File: src/design/yenc_article_decoder_top_macros.svh
// Assertion macros for the yEnc article decoder.
// Needs clk and arst_n in the scope that uses them.
`ifndef YENC_ARTICLE_DECODER_TOP_MACROS_SVH
`define YENC_ARTICLE_DECODER_TOP_MACROS_SVH

// Same-cycle implication, checked outside reset.
`define YAD_ASSERT_IMP(label, ante, cons, msg) \
	label: assert property (@(posedge clk) disable iff (!arst_n) (ante) |-> (cons)) \
		else $error(msg);

// Next-cycle implication, checked outside reset.
`define YAD_ASSERT_NXT(label, ante, cons, msg) \
	label: assert property (@(posedge clk) disable iff (!arst_n) (ante) |=> (cons)) \
		else $error(msg);

`endif

File: src/design/yad_pkg.sv
// Shared types, character codes and the CRC-32 byte update of the yEnc decoder.
// No dependencies.
package yad_pkg;

	localparam int MaxRes = 5;

	localparam logic [7:0] CH_LF  = 8'h0A;
	localparam logic [7:0] CH_CR  = 8'h0D;
	localparam logic [7:0] CH_DOT = 8'h2E;
	localparam logic [7:0] CH_EQ  = 8'h3D;
	localparam logic [7:0] CH_Y   = 8'h79;
	localparam logic [7:0] CH_NUL = 8'h00;

	localparam logic [7:0] DATA_OFS = 8'd42;
	localparam logic [7:0] ESC_OFS  = 8'd106;

	localparam logic [31:0] CRC_POLY = 32'hEDB8_8320;

	typedef enum logic [2:0] {
		MODE_LSTART = 3'd0,
		MODE_DOT    = 3'd1,
		MODE_DOTCR  = 3'd2,
		MODE_PREFIX = 3'd3,
		MODE_BODY   = 3'd4,
		MODE_ESC    = 3'd5,
		MODE_SKIP   = 3'd6
	} mode_t;

	typedef enum logic [1:0] {
		KIND_DATA = 2'd0,
		KIND_END  = 2'd1,
		KIND_ERR  = 2'd2
	} kind_t;

	typedef struct packed {
		kind_t      kind;
		logic [7:0] data;
	} entry_t;

	// Characters of the "=yend " tag by position.
	function automatic logic [7:0] yend_char(input logic [2:0] pos);
		logic [7:0] c;
		case (pos)
			3'd0: c = CH_EQ;
			3'd1: c = CH_Y;
			3'd2: c = 8'h65;
			3'd3: c = 8'h6E;
			3'd4: c = 8'h64;
			3'd5: c = 8'h20;
			default: c = 8'h00;
		endcase
		return c;
	endfunction

	// Reflected CRC-32, one byte folded in.
	function automatic logic [31:0] crc_byte(input logic [31:0] crc, input logic [7:0] b);
		logic [31:0] c;
		c = crc ^ {24'd0, b};
		for (int i = 0; i < 8; i++) begin
			c = c[0] ? ((c >> 1) ^ CRC_POLY) : (c >> 1);
		end
		return c;
	endfunction

endpackage

File: src/design/yenc_article_decoder_top.sv
// yEnc article body decoder: byte stream in, data/end/error beats out.
// The first result of a byte is registered and shows on the output in the cycle after the byte is taken.
// Throughput: one input byte per cycle while each byte gives at most one result and the output
// is not stalled; a byte that gives more results holds the input until its last beat is taken.
// The CRC-32 is folded in at the output stage, one byte per delivered data beat.
// Reset: line-start mode, CRC preset to all ones, result buffer empty.
`include "yenc_article_decoder_top_macros.svh"

module yenc_article_decoder_top
	import yad_pkg::*;
(
	input  logic        clk,
	input  logic        arst_n,
	input  logic        s_tvalid,
	output logic        s_tready,
	input  logic [7:0]  s_tdata,   // [7:0] in_byte
	output logic        m_tvalid,
	input  logic        m_tready,
	output logic [39:0] m_tdata,   // [7:0] data_byte, [39:8] crc_value
	output logic [1:0]  m_tuser,   // [1:0] kind
	output logic        m_tlast    // last
);

	// Decoder state, advanced once per accepted byte.
	mode_t       mode_q, mode_d;
	logic [2:0]  prefix_q, prefix_d;

	// Result list built for the byte at the input.
	entry_t      ent [MaxRes];
	logic [2:0]  n_ent;

	// Result buffer: holds the list of the last accepted byte, drained one beat a cycle while m_tready is high.
	entry_t      batch_q [MaxRes];
	logic [2:0]  cnt_q;
	logic [2:0]  idx_q;
	logic [31:0] crc_q;

	entry_t      cur;
	logic        in_acc, out_acc, out_last;

	assign cur      = batch_q[idx_q];
	assign m_tvalid = (cnt_q != 3'd0);
	assign out_last = (idx_q == 3'(cnt_q - 3'd1));
	assign m_tlast  = out_last;
	assign m_tuser  = cur.kind;
	assign m_tdata  = {(cur.kind == KIND_END) ? ~crc_q : 32'd0, cur.data};
	assign out_acc  = m_tvalid & m_tready;

	// Take a new byte once the buffer is empty or its final beat leaves now.
	assign s_tready = !m_tvalid || (m_tready && out_last);
	assign in_acc   = s_tvalid & s_tready;

	// Decode one byte: next state plus up to five results.
	always_comb begin
		logic [7:0] x;
		logic [2:0] k;
		logic       do_body;
		x        = s_tdata;
		k        = 3'd1;
		do_body  = 1'b0;
		mode_d   = mode_q;
		prefix_d = prefix_q;
		n_ent    = 3'd0;
		for (int i = 0; i < MaxRes; i++) begin
			ent[i] = '{kind: KIND_DATA, data: 8'd0};
		end
		case (mode_q)
			MODE_DOT: begin
				if (x == CH_DOT) begin
					ent[n_ent] = '{kind: KIND_DATA, data: CH_DOT - DATA_OFS};
					n_ent = n_ent + 3'd1;
					mode_d = MODE_BODY;
				end else if (x == CH_LF) begin
					ent[n_ent] = '{kind: KIND_END, data: 8'd0};
					n_ent = n_ent + 3'd1;
					mode_d = MODE_LSTART;
					prefix_d = 3'd0;
				end else if (x == CH_CR) begin
					mode_d = MODE_DOTCR;
				end else begin
					// lone dot is data; the byte after it is an in-line byte
					ent[n_ent] = '{kind: KIND_DATA, data: CH_DOT - DATA_OFS};
					n_ent = n_ent + 3'd1;
					do_body = 1'b1;
				end
			end
			MODE_DOTCR: begin
				if (x == CH_LF) begin
					ent[n_ent] = '{kind: KIND_END, data: 8'd0};
					n_ent = n_ent + 3'd1;
					mode_d = MODE_LSTART;
					prefix_d = 3'd0;
				end else begin
					ent[n_ent] = '{kind: KIND_DATA, data: CH_DOT - DATA_OFS};
					n_ent = n_ent + 3'd1;
					do_body = 1'b1;
				end
			end
			MODE_PREFIX: begin
				k = prefix_q;
				if (k < 3'd1 || k > 3'd5) begin
					k = 3'd1;
				end
				if (x == yend_char(k)) begin
					if (k == 3'd5) begin
						mode_d = MODE_SKIP;
						prefix_d = 3'd0;
					end else begin
						prefix_d = k + 3'd1;
					end
				end else begin
					prefix_d = 3'd0;
					if (k == 3'd1) begin
						ent[n_ent] = '{kind: KIND_DATA, data: x - ESC_OFS};
						n_ent = n_ent + 3'd1;
						mode_d = MODE_BODY;
					end else begin
						// replay the matched part of the tag, then the failing byte
						ent[n_ent] = '{kind: KIND_DATA, data: CH_Y - ESC_OFS};
						n_ent = n_ent + 3'd1;
						for (int i = 2; i < MaxRes; i++) begin
							if (3'(i) < k) begin
								ent[n_ent] = '{kind: KIND_DATA,
									data: yend_char(3'(i)) - DATA_OFS};
								n_ent = n_ent + 3'd1;
							end
						end
						do_body = 1'b1;
					end
				end
			end
			MODE_BODY: begin
				do_body = 1'b1;
			end
			MODE_ESC: begin
				ent[n_ent] = '{kind: KIND_DATA, data: x - ESC_OFS};
				n_ent = n_ent + 3'd1;
				mode_d = MODE_BODY;
			end
			MODE_SKIP: begin
				if (x == CH_LF) begin
					mode_d = MODE_LSTART;
				end
			end
			default: begin
				// line start
				if (x == CH_DOT) begin
					mode_d = MODE_DOT;
				end else if (x == CH_EQ) begin
					mode_d = MODE_PREFIX;
					prefix_d = 3'd1;
				end else begin
					do_body = 1'b1;
				end
			end
		endcase
		// ordinary in-line byte
		if (do_body) begin
			mode_d = MODE_BODY;
			if (x == CH_NUL) begin
				ent[n_ent] = '{kind: KIND_ERR, data: 8'd0};
				n_ent = n_ent + 3'd1;
			end else if (x == CH_LF) begin
				mode_d = MODE_LSTART;
			end else if (x == CH_EQ) begin
				mode_d = MODE_ESC;
			end else if (x != CH_CR) begin
				ent[n_ent] = '{kind: KIND_DATA, data: x - DATA_OFS};
				n_ent = n_ent + 3'd1;
			end
		end
	end

	// Decoder state: advance only on an accepted beat.
	always_ff @(posedge clk or negedge arst_n) begin
		if (!arst_n) begin
			mode_q   <= MODE_LSTART;
			prefix_q <= 3'd0;
		end else if (in_acc) begin
			mode_q   <= mode_d;
			prefix_q <= prefix_d;
		end
	end

	// Buffer control and running CRC.
	always_ff @(posedge clk or negedge arst_n) begin
		if (!arst_n) begin
			cnt_q <= 3'd0;
			idx_q <= 3'd0;
			crc_q <= '1;
		end else begin
			if (out_acc) begin
				if (cur.kind == KIND_DATA) begin
					crc_q <= crc_byte(crc_q, cur.data);
				end else if (cur.kind == KIND_END) begin
					crc_q <= '1;
				end
			end
			if (in_acc) begin
				cnt_q <= n_ent;
				idx_q <= 3'd0;
			end else if (out_acc) begin
				if (out_last) begin
					cnt_q <= 3'd0;
					idx_q <= 3'd0;
				end else begin
					idx_q <= idx_q + 3'd1;
				end
			end
		end
	end

	// Result payload: load the whole list on accept.
	always_ff @(posedge clk) begin
		if (in_acc) begin
			for (int i = 0; i < MaxRes; i++) begin
				batch_q[i] <= ent[i];
			end
		end
	end

	`YAD_ASSERT_IMP(a_cnt_range, 1'b1, cnt_q <= 3'(MaxRes), "result count beyond five")
	`YAD_ASSERT_IMP(a_idx_in_list, cnt_q != 3'd0, idx_q < cnt_q, "beat index past list end")
	`YAD_ASSERT_IMP(a_no_overwrite, m_tvalid && s_tready, m_tready && m_tlast, "list overwritten before drained")
	`YAD_ASSERT_NXT(a_crc_preset, out_acc && cur.kind == KIND_END, crc_q == 32'hFFFF_FFFF, "crc not preset after end")

endmodule
File: config.mk
export PLATFORM = sky130hd
export DESIGN_NAME = yenc_article_decoder_top
export DESIGN_NICKNAME = d
export VERILOG_FILES = /design/src/design/yad_pkg.sv /design/src/design/yenc_article_decoder_top.sv
export VERILOG_INCLUDE_DIRS = /design/src /design/src/design
export SDC_FILE = /design/constraint.sdc
export NUM_CORES = 1
export LEC_CHECK = 0
export BUFFER_PORTS_ARGS = -buffer_cell sky130_fd_sc_hd__buf_4
export CAP_MARGIN = 30
export CORE_AREA = 2 2 105 107
export DETAILED_ROUTE_END_ITERATION = 8
export DIE_AREA = 0 0 107 109
export PLACE_DENSITY = 0.79
export SYNTH_ARGS = -nofsm -noshare
export SYNTH_HDL_FRONTEND = slang
export SYNTH_SLANG_ARGS = --single-unit
File: constraint.sdc
create_clock -name clk -period 5.2 [get_ports clk]
set_input_delay 0.78 -clock clk [delete_from_list [all_inputs] [get_ports clk]]
set_output_delay 0.78 -clock clk [all_outputs]
set_load 0.01 [all_outputs]
==> Word-level counts from Yosys, hierarchy flattened <==
Memories as Yosys holds them, arrays and structs flattened.
Index checks and enable logic that the tools add are counted.
{ "word_totals": {"reg_bits": 44, "ram_bits": 50, "in_bits": 12, "output_inout_bits": 45, "wordCells": 214, "memories": 1} }
{ "mem_list": {"columns": ["name", "depth", "width", "read_ports", "rd_ports_with_merged_regs", "wr", "line_no", "source"], "rows": [
  ["batch_q", 5, 10, 1, 0, 5, "yenc_article_decoder_top.sv:33", "entry_t batch_q [MaxRes];"]
]} }
{ "classes": {"add_sub_neg": 11, "magnitude_cmp": 11, "eq_ne": 26, "mux": 117, "n_bitwise": 19, "n_reduce_logical": 24} }
{ "ops": {"columns": ["op", "count"], "rows": [
  ["2-to-1 mux 50 bit", 11],
  ["2-to-1 mux 32 bit", 11],
  ["bitwise mux 50 bit", 3],
  ["2-to-1 mux 3 bit", 42],
  ["2-to-1 mux 8 bit", 14],
  ["NOT 13 -> 14 bit", 8],
  ["demux 10 bit (select 3 bit)", 3],
  ["2-to-1 mux 40 bit", 2],
  ["2-to-1 mux 10 bit", 7],
  ["AND 45 bit", 1],
  ["NOT 45 bit", 1],
  ["one-hot mux 7 bit (6 select lines)", 1],
  ["one-hot mux 10 bit (4 select lines)", 1],
  ["NOT 32 bit", 1],
  ["subtractor 8 x 6 -> 8 bit, second input constant", 4],
  ["bitwise XOR 32 x 8 -> 32 bit", 1],
  ["2-to-1 mux 9 bit", 3],
  ["== test 8 x 4 -> 1 bit, second input constant", 2],
  ["== test 8 x 6 -> 1 bit, second input constant", 2],
  ["adder 3 x 1 -> 3 bit, second input constant", 5],
  ["== test 3 bit, second input constant", 5],
  ["one-hot mux 3 bit (5 select lines)", 1],
  ["2-to-1 mux 1 bit", 14],
  ["== test 3 x 2 -> 1 bit, second input constant", 4],
  ["40 further kinds", 61]
]} }

==> Depth between registers and ports, before layout <==
Gate-level depths: netlist of run 1.
{ "depth": {"word_depth": 31, "depth_mapped": 13, "depth_no_buf": 12} }

==> Worst setup path after synthesis of run 1 <==
OpenSTA, ideal clock, no wires.
{ "synth_path": {"path_type": "reg2reg", "startpoint": "register cnt_q[0]", "endpoint": "register mode_q[0]", "setup_time_ps": 79, "t_arrival_ps": 3564, "t_required_ps": 5121, "slack_ps": 1557, "path_stages_with_launch": 13, "n_path_buf": 0, "synth_period_minus_slack_ps": 3643, "cell_sequence": "dfrtp_1 -> inv_1 -> ha_1 -> ha_1 -> xnor2_1 -> nor3_2 -> a21o_1 -> nand2_1 -> inv_1 -> o2111ai_1 -> a221oi_1 -> a21o_1 -> mux2i_1"} }
{ "synth_via": {"elab_chain_len": 6, "word_cells_on_any_way": 8, "cone_classes": "add/sub: 1; eq/ne: 1; bitwise: 1; reduce/logical: 5"} }
{ "synth_lines": {"columns": ["item", "line_no", "source"], "rows": [
  ["start, declared", "yenc_article_decoder_top.sv:34", "logic [2:0] cnt_q;"],
  ["start signal, assigned", "yenc_article_decoder_top.sv:200", "cnt_q <= n_ent;"],
  ["subtractor 3 x 1 -> 3 bit", "yenc_article_decoder_top.sv:43", "assign out_last = (idx_q == 3'(cnt_q - 3'd1));"],
  ["== test 3 bit", "yenc_article_decoder_top.sv:43", null],
  ["named net m_tlast", "yenc_article_decoder_top.sv:21", "output logic m_tlast"],
  ["logical AND 1 bit", "yenc_article_decoder_top.sv:50", "assign s_tready = !m_tvalid || (m_tready && out_last);"],
  ["logical OR 1 bit", "yenc_article_decoder_top.sv:50", null],
  ["named net s_tready", "yenc_article_decoder_top.sv:15", "output logic s_tready,"],
  ["AND 1 bit", "yenc_article_decoder_top.sv:51", "assign in_acc = s_tvalid & s_tready;"],
  ["named net in_acc", "yenc_article_decoder_top.sv:39", "logic in_acc, out_acc, out_last;"],
  ["AND reduction 7 bit (no source line)", null, null],
  ["end signal, assigned", "yenc_article_decoder_top.sv:180", "mode_q <= mode_d;"],
  ["end, declared", "yenc_article_decoder_top.sv:25", "mode_t mode_q, mode_d;"]
]} }
The timed path passes the listed nets, and every way through them passes these cells.
A chain may end at the register's enable or synchronous reset.

==> Worst setup path after layout of run 1 <==
{ "layout_path": {"startpoint": "register idx_q[0]", "endpoint": "output port m_tdata[19]"} }
{ "layout_via": {"elab_chain_len": 3} }
{ "layout_lines": {"columns": ["item", "line_no", "source"], "rows": [
  ["start, declared", "yenc_article_decoder_top.sv:35", "logic [2:0] idx_q;"],
  ["start signal, assigned", "yenc_article_decoder_top.sv:207", "idx_q <= idx_q + 3'd1;"],
  ["memory read (5 x 10 bit)", null, null],
  ["== test 2 x 1 -> 1 bit", "yenc_article_decoder_top.sv:46", "assign m_tdata = {(cur.kind == KIND_END) ? ~crc_q : 32'd0, cur.data};"],
  ["2-to-1 mux 32 bit", "yenc_article_decoder_top.sv:46", null],
  ["end, declared", "yenc_article_decoder_top.sv:19", "output logic [39:0] m_tdata,"]
]} }
No other way between the ends.

==> results of run 1 <==
-- kinds of logic (layout without fill, tap and decap cells) --
group / count (synthesis) / count (layout) / synth area share (%)
AND/OR/NAND/NOR: 214 / 214 / 16.45
AO/OA/AOI/OAI: 140 / 140 / 14.73
flip-flops: 90 / 90 / 41.14
XOR/XNOR: 82 / 82 / 15.82
buffers and inverters: 52 / 96 / 3.939
multiplexers: 23 / 23 / 6.082
adder cells (fa/ha/maj): 9 / 9 / 1.837
-- cell usage in the layout, fill, tap and decap left out, drive strengths merged, types with 22 or more instances in the layout --
cell type / synthesis / layout
inv: 20 / 22
xor2: 22 / 22
nor2: 102 / 102
o21ai: 37 / 37
edfxtp: 46 / 46
xnor2: 59 / 59
nand2: 43 / 43
a21oi: 39 / 39
dfstp: 32 / 32
buf: 12 / 60
-- cell usage after synthesis, types with 3 or more instances --
library cell | count | area [sq um]
nand3_1 | 11 | 55.05
a22oi_1 | 4 | 30.03
buf_2 | 6 | 30.03
nor2b_1 | 5 | 31.28
a22o_1 | 4 | 35.03
clkbuf_1 | 19 | 71.32
nor2_1 | 93 | 349.1
xor2_2 | 3 | 48.80
nor2_2 | 9 | 56.30
inv_1 | 20 | 75.07
xnor2_4 | 3 | 82.58
xor2_4 | 6 | 165.2
xor2_1 | 13 | 113.9
o21ai_0 | 34 | 170.2
o22a_1 | 3 | 26.28
edfxtp_1 | 46 | 1381
xnor2_1 | 50 | 437.9
dfrtp_1 | 12 | 300.3
a21oi_1 | 39 | 195.2
dfstp_2 | 32 | 840.8
a31oi_1 | 12 | 75.07
a211o_1 | 3 | 26.28
buf_6 | 4 | 45.04
nor3_1 | 16 | 80.08
ha_1 | 9 | 112.6
o31ai_1 | 6 | 45.04
a21o_1 | 6 | 45.04
nand2b_1 | 6 | 37.54
nor4_1 | 4 | 25.02
o22ai_1 | 3 | 18.77
mux4_1 | 3 | 78.83
and2_1 | 4 | 25.02
mux2_2 | 7 | 78.83
nand2_1 | 43 | 161.4
mux2i_1 | 5 | 50.05
mux4_2 | 6 | 135.1
xnor2_2 | 6 | 97.59
-- area by class of cell --
class | instances | area [sq um] | area share [%]
inverters | 20 | 75.07 | 1.093
repair buffers | 60 | 470.5 | 6.853
multi-input cells | 468 | 3374 | 49.15
flip-flops and latches | 90 | 2522 | 36.74
well taps | 140 | 175.2 | 2.551
clock inverters | 7 | 123.9 | 1.804
clock buffers | 9 | 123.9 | 1.804
-- through the flow --
| stage | area (sq um) | total power, uW |
|---|---|---|
| floorplan | 6131 | 4489 |
| finish | 6865 | 5920 |
| global placement | 6590 | 5188 |
| global route | 6865 | 6324 |
| detailed placement | 6618 | 5318 |
| CTS | 6865 | 5927 |
-- report_power, final --
part | total [uW] | switching, uW | leakage, uW | internal, uW
registers | 1310 | 221 | 0.000936 | 1090
logic | 4020 | 2090 | 0.00156 | 1930
clock network | 588 | 264 | 0.000126 | 324
total | 5920 | 2570 | 0.00262 | 3350
-- worst max path at each step --
stage	start	to	cells after the start
final	idx_q[0]	m_tdata[19]	6
after global routing	idx_q[0]	m_tdata[19]	6
after CTS	idx_q[0]	m_tdata[19]	6
after detailed placement	s_tdata[4]	batch_q[3][3]	9
after global placement	idx_q[0]	m_tdata[15]	5
after floorplan	cnt_q[0]	mode_q[0]	12
-- registers in the layout, indices dropped and copies added, names as in the netlist --
signal	cells
batch_q	46
cnt_q	3
crc_q	32
idx_q	3
mode_q	3
prefix_q	3
-- layer usage --
metal / up-vias / track usage (%) / wire (um)
met5: - / 0 / 0
met4: 0 / 8.905 / 399
met3: 42 / 4.005 / 1113
met2: 249 / 44.77 / 7416
met1: 2386 / 38.73 / 6522
li1: 2257 / - / -
==> impl_metrics.csv, run 1 <==
group,metric,value,unit
pwr,power.leakage,0.002622,uW
die,fp.dieH,109,um
critical_path,timing.setup.critical_path_class,"reg -> out",
die,initial_utilization,57.82,%
synth,synth.yosys.warnings,0,
sta,fin_worst_skew,0.02106,ns
drt,first_pass_iters,5,
synth,syn-cell-area,0.006131,sq mm
global_routing,first_pass_grt_wire_length,25000,um
placed_design,dp.cells,778,
hold_path,hold_class,"in -> async",
placed_design,port-buffer-count,56,
sta,setup_tns,0,ns
synth,yosysSeqAreaShare,41.14,%
cts,clock_sink_count,90,
synth,dominantRegCellSynth,"edfxtp_1",
drt,finalWirelength,15450,um
critical_path,timing.rr.start,"idx_q[0]",
run_status,status,"complete, no violations",
cts,maximum_clock_path_buffer_count,2,
die,die-width,107,um
finish,synthToLayoutAreaGrowth,11.98,%
cts,post-cts-setup-buffers,0,
finish,net_count_final,670,
global_routing,via_count_of_the_first_global_routing_pass,4683,
sta,worst-slew-pin-transition,0.8476,ns
synth,synthCells,610,
drt,initialDrtViolationCount,647,
placed_design,dp_worst_setup_slack,1.525,ns
cts,cts_buffers,9,
sta,final_critical_path_setup_slack,1.494,ns
placed_design,dp_hpwl,11480,um
critical_path,crit_slowest_cell,"dfrtp_1",
sta,slew_viol_final,0,
die,rows,38,
global_routing,global_route.overflow_total,0,
critical_path,critPathCaptureType,"output pin",
drt,residual_antenna_violating_net_count_after_detailed_routing,0,
drt,vias,4934,
finish,n_fill_cell,825,
sta,max_freq,269.9,MHz
cts,cts_tree,"built",
finish,n_antenna_cell,0,
sta,final_clock_period_utilization_by_the_worst_path,71.26,%
critical_path,path_delay_family,"multiplexers",
die,design.core.area,0.01060,sq mm
drt,routed_wire_length_per_instance,19.46,um
sta,holdWs,0.4020,ns
critical_path,r2r_end,"crc_q[20]",
global_routing,grt_antenna_before_repair,0,
die,die_area,0.01166,sq mm
cts,path_clk_slew,0.10,ns
finish,post_route_cells_drive_above_1_share,24.92,%
critical_path,timing.critical_path.cells,"mux4_2 -> mux2_2 -> nand2b_1 -> buf_16 -> nor2_1 -> buf_4",
sta,finalHoldViolations,0,
cts,cts-hold-fix-buffers,0,
sta,period_minus_slack,3.706,ns
sta,finalSetupViolations,0,
synth,postSynthAreaPerCell,10.05,sq um
synth,postSynth.asyncResetShare,48.89,%
cts,ctsResizeCount,0,
finish,finalCoreUtilization,64.75,%
critical_path,critical_path.max_stage_delay,0.81,ns
critical_path,timing.critical_path.arrival,2.93,ns
pwr,vdd_ir_drop_max,0.0005855,V
synth,synth_edf_count,46,
placed_design,gp_routability_congestion,0.9821,
critical_path,r2r_setup_slack,1.61,ns
drt,viasPerCell,6.214,
critical_path,critical_path_required,4.42,ns
cts,clock_latency,0.37,ns
cts,cts_root_buf,"clkbuf_8",
critical_path,path_buf_inv,2,
cts,htree_num_levels,3,
sta,relSlewSlack,42.97,%
global_routing,grt_start_max_net_pins,49,
critical_path,setup.worst_path.start_class,"register",
critical_path,reg2regPathDepth,8,
global_routing,global_route.usage.total,27.66,%
synth,synth.distinct_cells,80,
sta,rsz0062_at_grt,"no",
synth,synthesis.nets,631,
job,drv_cap,0,
finish,post_layout_cell_count,794,
pwr,pwr_density_cell,862.3,mW/mm^2
drt,drc,0,
synth,total_of_flip_flops_plus_latches_after_synthesis,90,
die,num_io_pins,57,
critical_path,critical_path_peak_fanout,26,
(Power assumes the default switching activity.)
==> run 2, diff against run 1 <==
- clock period: 5.2 -> 3.9 ns (I/O delays scaled with it)
==> run 2 against run 1 <==
- combinational power rose by 34%
- global-route usage fell by 0.57 points
- wire length fell by 0.72%
- count of clock-buffer cells in the layout rose by 1
- cell area fell by 0.67%
- sequential cell count did not move
- die area did not move
- final cell count rose by 0.38%
- non-clock buffer count rose by 3
- worst hold slack got worse by 0.19 ns
- clock power rose by 5.3%
- critical endpoint is now m_tdata[23]
- largest cell class unchanged
==> impl_metrics.csv, run 2 (synthesis results as in run 1) <==
group,metric,value,unit
sta,relSlewSlack,46.71,%
placed_design,gp_routability_congestion,1.014,
cts,htree_num_levels,3,
critical_path,critical_path_required,3.31,ns
job,drv_cap,0,
finish,largest_register_ff_count,46,
pwr,comb_power_share,69.5,%
global_routing,global_route.overflow_total,0,
finish,most-common-layout-cells,"nor2_1 (92), buf_4 (62), xnor2_1 (50)",
sta,slew_viol_final,0,
sta,final_clock_period_utilization_by_the_worst_path,90.88,%
critical_path,critical_path_peak_fanout,28,
critical_path,critPathCaptureType,"output pin",
global_routing,grt_start_max_net_pins,45,
sta,worst-slew-pin-transition,0.7920,ns
finish,finalCoreUtilization,64.31,%
finish,post_layout_cell_count,797,
drt,finalWirelength,15340,um
sta,period_minus_slack,3.544,ns
finish,max_flop_register,"batch_q",
die,num_io_pins,57,
finish,net_count_final,673,
placed_design,port-buffer-count,56,
die,design.core.area,0.01060,sq mm
drt,drc,0,
sta,final_critical_path_setup_slack,0.3556,ns
die,initial_utilization,57.82,%
cts,cts_buffers,9,
die,die_area,0.01166,sq mm
pwr,power_frac_clock,8.0,%
die,rows,38,
critical_path,timing.critical_path.arrival,2.96,ns
sta,finalSetupViolations,0,
global_routing,grt_antenna_before_repair,0,
cts,clock_latency,0.37,ns
pwr,fraction_of_power_consumed_by_sequential_logic,22.5,%
cts,path_clk_slew,0.09,ns
critical_path,r2r_setup_slack,0.41,ns
run_status,status,"complete, no violations",
finish,post_route_cells_drive_above_1_share,24.96,%
cts,ctsResizeCount,0,
cts,clock_sink_count,90,
cts,cts_tree,"built",
sta,finalHoldViolations,0,
sta,max_freq,282.1,MHz
pwr,power_switching,3430,uW
finish,n_antenna_cell,0,
sta,setup_tns,0,ns
drt,first_pass_iters,6,
cts,cts-hold-fix-buffers,0,
drt,vias,4941,
placed_design,dp_hpwl,11550,um
pwr,report.power.total,7759,uW
pwr,internal-power,4329,uW
sta,rsz0062_at_grt,"no",
cts,maximum_clock_path_buffer_count,2,
die,fp.dieH,109,um
drt,initialDrtViolationCount,540,
hold_path,hold_class,"in -> async",
critical_path,reg2regPathDepth,10,
placed_design,dp_worst_setup_slack,0.5305,ns
global_routing,first_pass_grt_wire_length,24130,um
finish,layout_commonest_cell,"nor2_1",
global_routing,via_count_of_the_first_global_routing_pass,4496,
pwr,power.leakage,0.002596,uW
drt,viasPerCell,6.199,
finish,synthToLayoutAreaGrowth,11.22,%
sta,fin_worst_skew,0.01407,ns
critical_path,setup.worst_path.start_class,"register",
pwr,sw_frac_of_total,44.21,%
die,die-width,107,um
drt,routed_wire_length_per_instance,19.25,um
critical_path,timing.setup.critical_path_class,"reg -> out",
finish,reg.largest.list,"batch_q (46), crc_q (32)",
global_routing,global_route.usage.total,27.09,%
pwr,pwr_density_cell,1138,mW/mm^2
drt,residual_antenna_violating_net_count_after_detailed_routing,0,
pwr,vdd_ir_drop_max,0.0007958,V
cts,post-cts-setup-buffers,0,
cts,cts_root_buf,"clkbuf_8",
placed_design,dp.cells,781,
-- run 2: cell types whose count changed in the layout (fill, tap and decap cells not counted) --
cell	change
clkbuf_1	+1
inv_8	-1
clkinvlp_4	+2
buf_12	+1
buf_16	-1
inv_6	-1
clkinv_1	+1
buf_4	+3
clkinv_4	-1
clkinv_2	+1
bufinv_16	-2
-- run 2: power by group through the flow --
| stage | combinational, uW | sequential [uW] | clock (uW) |
|---|---|---|---|
| floorplan | 4340 | 1650 | 0 |
| global placement | 5210 | 1750 | 0 |
| detailed placement | 5340 | 1770 | 0 |
| CTS | 5390 | 1750 | 624 |
| global route | 5820 | 1790 | 664 |
| finish | 5400 | 1740 | 619 |
-- run 2: path summary, 6_finish.rpt --
path	from	endpoint
setup / recovery	idx_q[0]	m_tdata[23]
hold / removal	arst_n	idx_q[2]
setup reg to reg	prefix_q[2]	batch_q[0][3]
hold reg to reg	cnt_q[1]	cnt_q[1]
max in group asynchronous	arst_n	mode_q[1]
min in group clk	cnt_q[1]	cnt_q[1]
-- run 2: metal layers --
layer | GRT usage (%) | vias to the layer above | share of wire (%)
li1 | - | 2253 | -
met1 | 37.47 | 2347 | 41
met2 | 42.90 | 290 | 47
met3 | 4.782 | 51 | 8.4
met4 | 10.48 | 0 | 3.1
met5 | 0 | - | 0
-- run 2: worst max-delay path, cell delays in order, from the launching register on --
cell and delay, ns:
dfrtp_1 0.73, buf_4 0.26, mux4_2 0.51, mux2_2 0.33
nand2b_1 0.22, buf_4 0.25, nor2_1 0.14, buf_4 0.14
-- run 2: area by class of cell --
type / instances / area (sq um)
Inverter: 20 / 75.07
Timing Repair Buffer: 63 / 485.5
Fill cell: 848 / 3784
Clock inverter: 6 / 58.81
Multi-Input combinational cell: 468 / 3374
Sequential cell: 90 / 2522
Clock buffer: 10 / 127.6
Tap cell: 140 / 175.2
-- run 2: through the flow --
stage	cell area, sq um	hold slack [ns]
after detailed placement	6633	0.4728
after global placement	6633	0.4693
after floorplan	6131	0.2894
final	6819	0.2122
after CTS	6819	0.2201
after global routing	6819	0.2355
==> run 3, diff against run 2 <==
- CORE_AREA: 2 2 105 107 -> 2 2 106 108
- DIE_AREA: 0 0 107 109 -> 0 0 108 110
- PLACE_DENSITY: 0.79 -> 0.77
==> run 3 against run 2 <==
- fmax is 3.4% higher
- sequential cell count stayed put
- critical path depth is 3 higher
- global-route usage is 0.45 points lower
- wire length is 0.87% lower
- total power is 0.17% higher
- register-to-register slack better by 0.06 ns
- via count is 1.9% lower
- die area is 1.9% higher
- critical path type is now reg -> reg
- combinational power is 1% lower
- cell area is 0.35% higher
==> impl_metrics.csv, run 3 (synthesis results as in run 1) <==
group,metric,value,unit
finish,post_layout_cell_count,797,
critical_path,timing.critical_path.arrival,3.49,ns
finish,largest_register_ff_count,46,
pwr,fraction_of_power_consumed_by_sequential_logic,22.6,%
placed_design,port-buffer-count,56,
finish,net_count_final,673,
placed_design,placedInstanceArea,0.006633,sq mm
finish,multi_input_comb_area,0.003374,sq mm
die,rows,38,
cts,path_clk_slew,0.09,ns
cts,cts_root_buf,"clkbuf_8",
pwr,sw_frac_of_total,43.50,%
cts,htree_num_levels,3,
finish,n_antenna_cell,0,
cts,post-cts-setup-buffers,0,
placed_design,gp_routability_congestion,0.9509,
sta,setup_tns,0,ns
global_routing,global_route.overflow_total,0,
global_routing,grt_start_max_net_pins,49,
finish,reg.largest.list,"batch_q (46), crc_q (32)",
sta,worst-slew-pin-transition,0.7869,ns
sta,rsz0062_at_grt,"no",
placed_design,dp_worst_setup_slack,0.4645,ns
sta,slew_viol_final,0,
finish,max_flop_register,"batch_q",
finish,sequential_cell_area,0.002522,sq mm
placed_design,dp_hpwl,11400,um
critical_path,crit_slowest_cell,"nor2b_1",
cts,clock_sink_count,90,
cts,cts-hold-fix-buffers,0,
die,fp.dieH,110,um
hold_path,hold_class,"in -> async",
finish,most-common-layout-cells,"nor2_1 (92), buf_4 (62), xnor2_1 (50)",
sta,relSlewSlack,47.06,%
cts,clock_latency,0.36,ns
finish,post_route_cells_drive_above_1_share,24.81,%
global_routing,global_route.usage.total,26.63,%
critical_path,critical_path_peak_fanout,11,
pwr,vdd_ir_drop_max,0.0008610,V
drt,viasPerCell,6.079,
cts,ctsResizeCount,0,
cts,maximum_clock_path_buffer_count,2,
drt,vias,4845,
finish,layout_commonest_cell,"nor2_1",
finish,area_of_all_placed_cells_without_fillers,0.006843,sq mm
sta,finalHoldViolations,0,
cts,cts_tree,"built",
critical_path,critPathCaptureType,"register",
finish,n_fill_cell,860,
pwr,pwr_density_cell,1136,mW/mm^2
global_routing,grt_antenna_before_repair,0,
sta,max_freq,291.7,MHz
sta,final_clock_period_utilization_by_the_worst_path,87.91,%
sta,period_minus_slack,3.428,ns
drt,drc,0,
job,drv_cap,0,
pwr,internal-power,4391,uW
die,design.core.area,0.01070,sq mm
drt,initialDrtViolationCount,557,
pwr,report.power.total,7773,uW
pwr,power.leakage,0.002598,uW
drt,finalWirelength,15210,um
critical_path,critical_path_required,3.96,ns
critical_path,critical_path.max_stage_delay,0.53,ns
global_routing,first_pass_grt_wire_length,24270,um
drt,routed_wire_length_per_instance,19.08,um
die,die-width,108,um
drt,first_pass_iters,6,
pwr,power_switching,3381,uW
critical_path,setup.worst_path.start_class,"register",
die,initial_utilization,57.31,%
global_routing,via_count_of_the_first_global_routing_pass,4516,
pwr,power_frac_clock,8.9,%
drt,residual_antenna_violating_net_count_after_detailed_routing,0,
critical_path,timing.critical_path.cells,"nor2b_1 -> a21oi_1 -> ha_1 -> o21ai_0 -> a21oi_1 -> a21oi_1 -> o21ai_0 -> or4_1 -> a32oi_1 -> o21ai_0",
run_status,status,"complete, no violations",
die,num_io_pins,57,
finish,synthToLayoutAreaGrowth,11.61,%
placed_design,dp.cells,781,
die,die_area,0.01188,sq mm
critical_path,timing.setup.critical_path_class,"reg -> reg",
pwr,comb_power_share,68.6,%
cts,cts_buffers,9,
sta,finalSetupViolations,0,
sta,final_critical_path_setup_slack,0.4715,ns
sta,fin_worst_skew,0.01252,ns
==> run 3: final timing paths <==
path,start,end,slack (ns),cells past startpoint
setup / recovery,prefix_q[2],batch_q[0][3],0.47,10
hold / removal,arst_n,idx_q[2],0.22,1
setup reg to reg,prefix_q[2],batch_q[0][3],0.47,10
hold reg to reg,cnt_q[2],cnt_q[2],0.49,2
max in group asynchronous,arst_n,mode_q[0],3.26,1
min in group clk,cnt_q[2],cnt_q[2],0.49,2
==> run 3: metrics by stage <==
stage / util [%] / hold WS [ns]
after floorplan: - / 0.2894
after global placement: 62.00 / 0.4700
after detailed placement: 62.00 / 0.4769
after CTS: 63.96 / 0.2461
after global routing: 63.96 / 0.2614
final: 63.96 / 0.2204
==> run 3: critical path: cells and delay by family (launching register included) <==
kind                       cells  cell delay (ns)
AOI/OAI and AO/OA              7             1.21
adders and majority gates      1             0.39
DFF                            1             0.52
and+or+nand+nor                2             1.01
==> run 3: power groups by stage <==
| stage | logic [uW] | registers [uW] | clock network, uW |
|---|---|---|---|
| 5_1_grt | 5750 | 1800 | 734 |
| 2_1_floorplan | 4340 | 1650 | 0 |
| 3_5_place_dp | 5280 | 1770 | 0 |
| 3_3_place_gp | 5240 | 1760 | 0 |
| 6_report | 5330 | 1750 | 688 |
| 4_1_cts | 5320 | 1760 | 699 |
==> run 3: final cells by class <==
cell class | instances | share of cell area, %
clock buffers | 11 | 1.920
clock inverters | 5 | 1.152
inverters | 20 | 1.097
multi-input cells | 468 | 49.31
flip-flops and latches | 90 | 36.86
well taps | 140 | 2.560
repair buffers | 63 | 7.095
==> run 3: metal layers <==
metal | share of wire, % | vias up | track usage [%] | wire, um
met5 | 0 | - | 0 | 0
met4 | 1.8 | 0 | 8.150 | 268
met3 | 7.3 | 23 | 3.116 | 1103
met2 | 47 | 228 | 41.46 | 7072
met1 | 44 | 2335 | 39.36 | 6762
li1 | - | 2259 | - | -
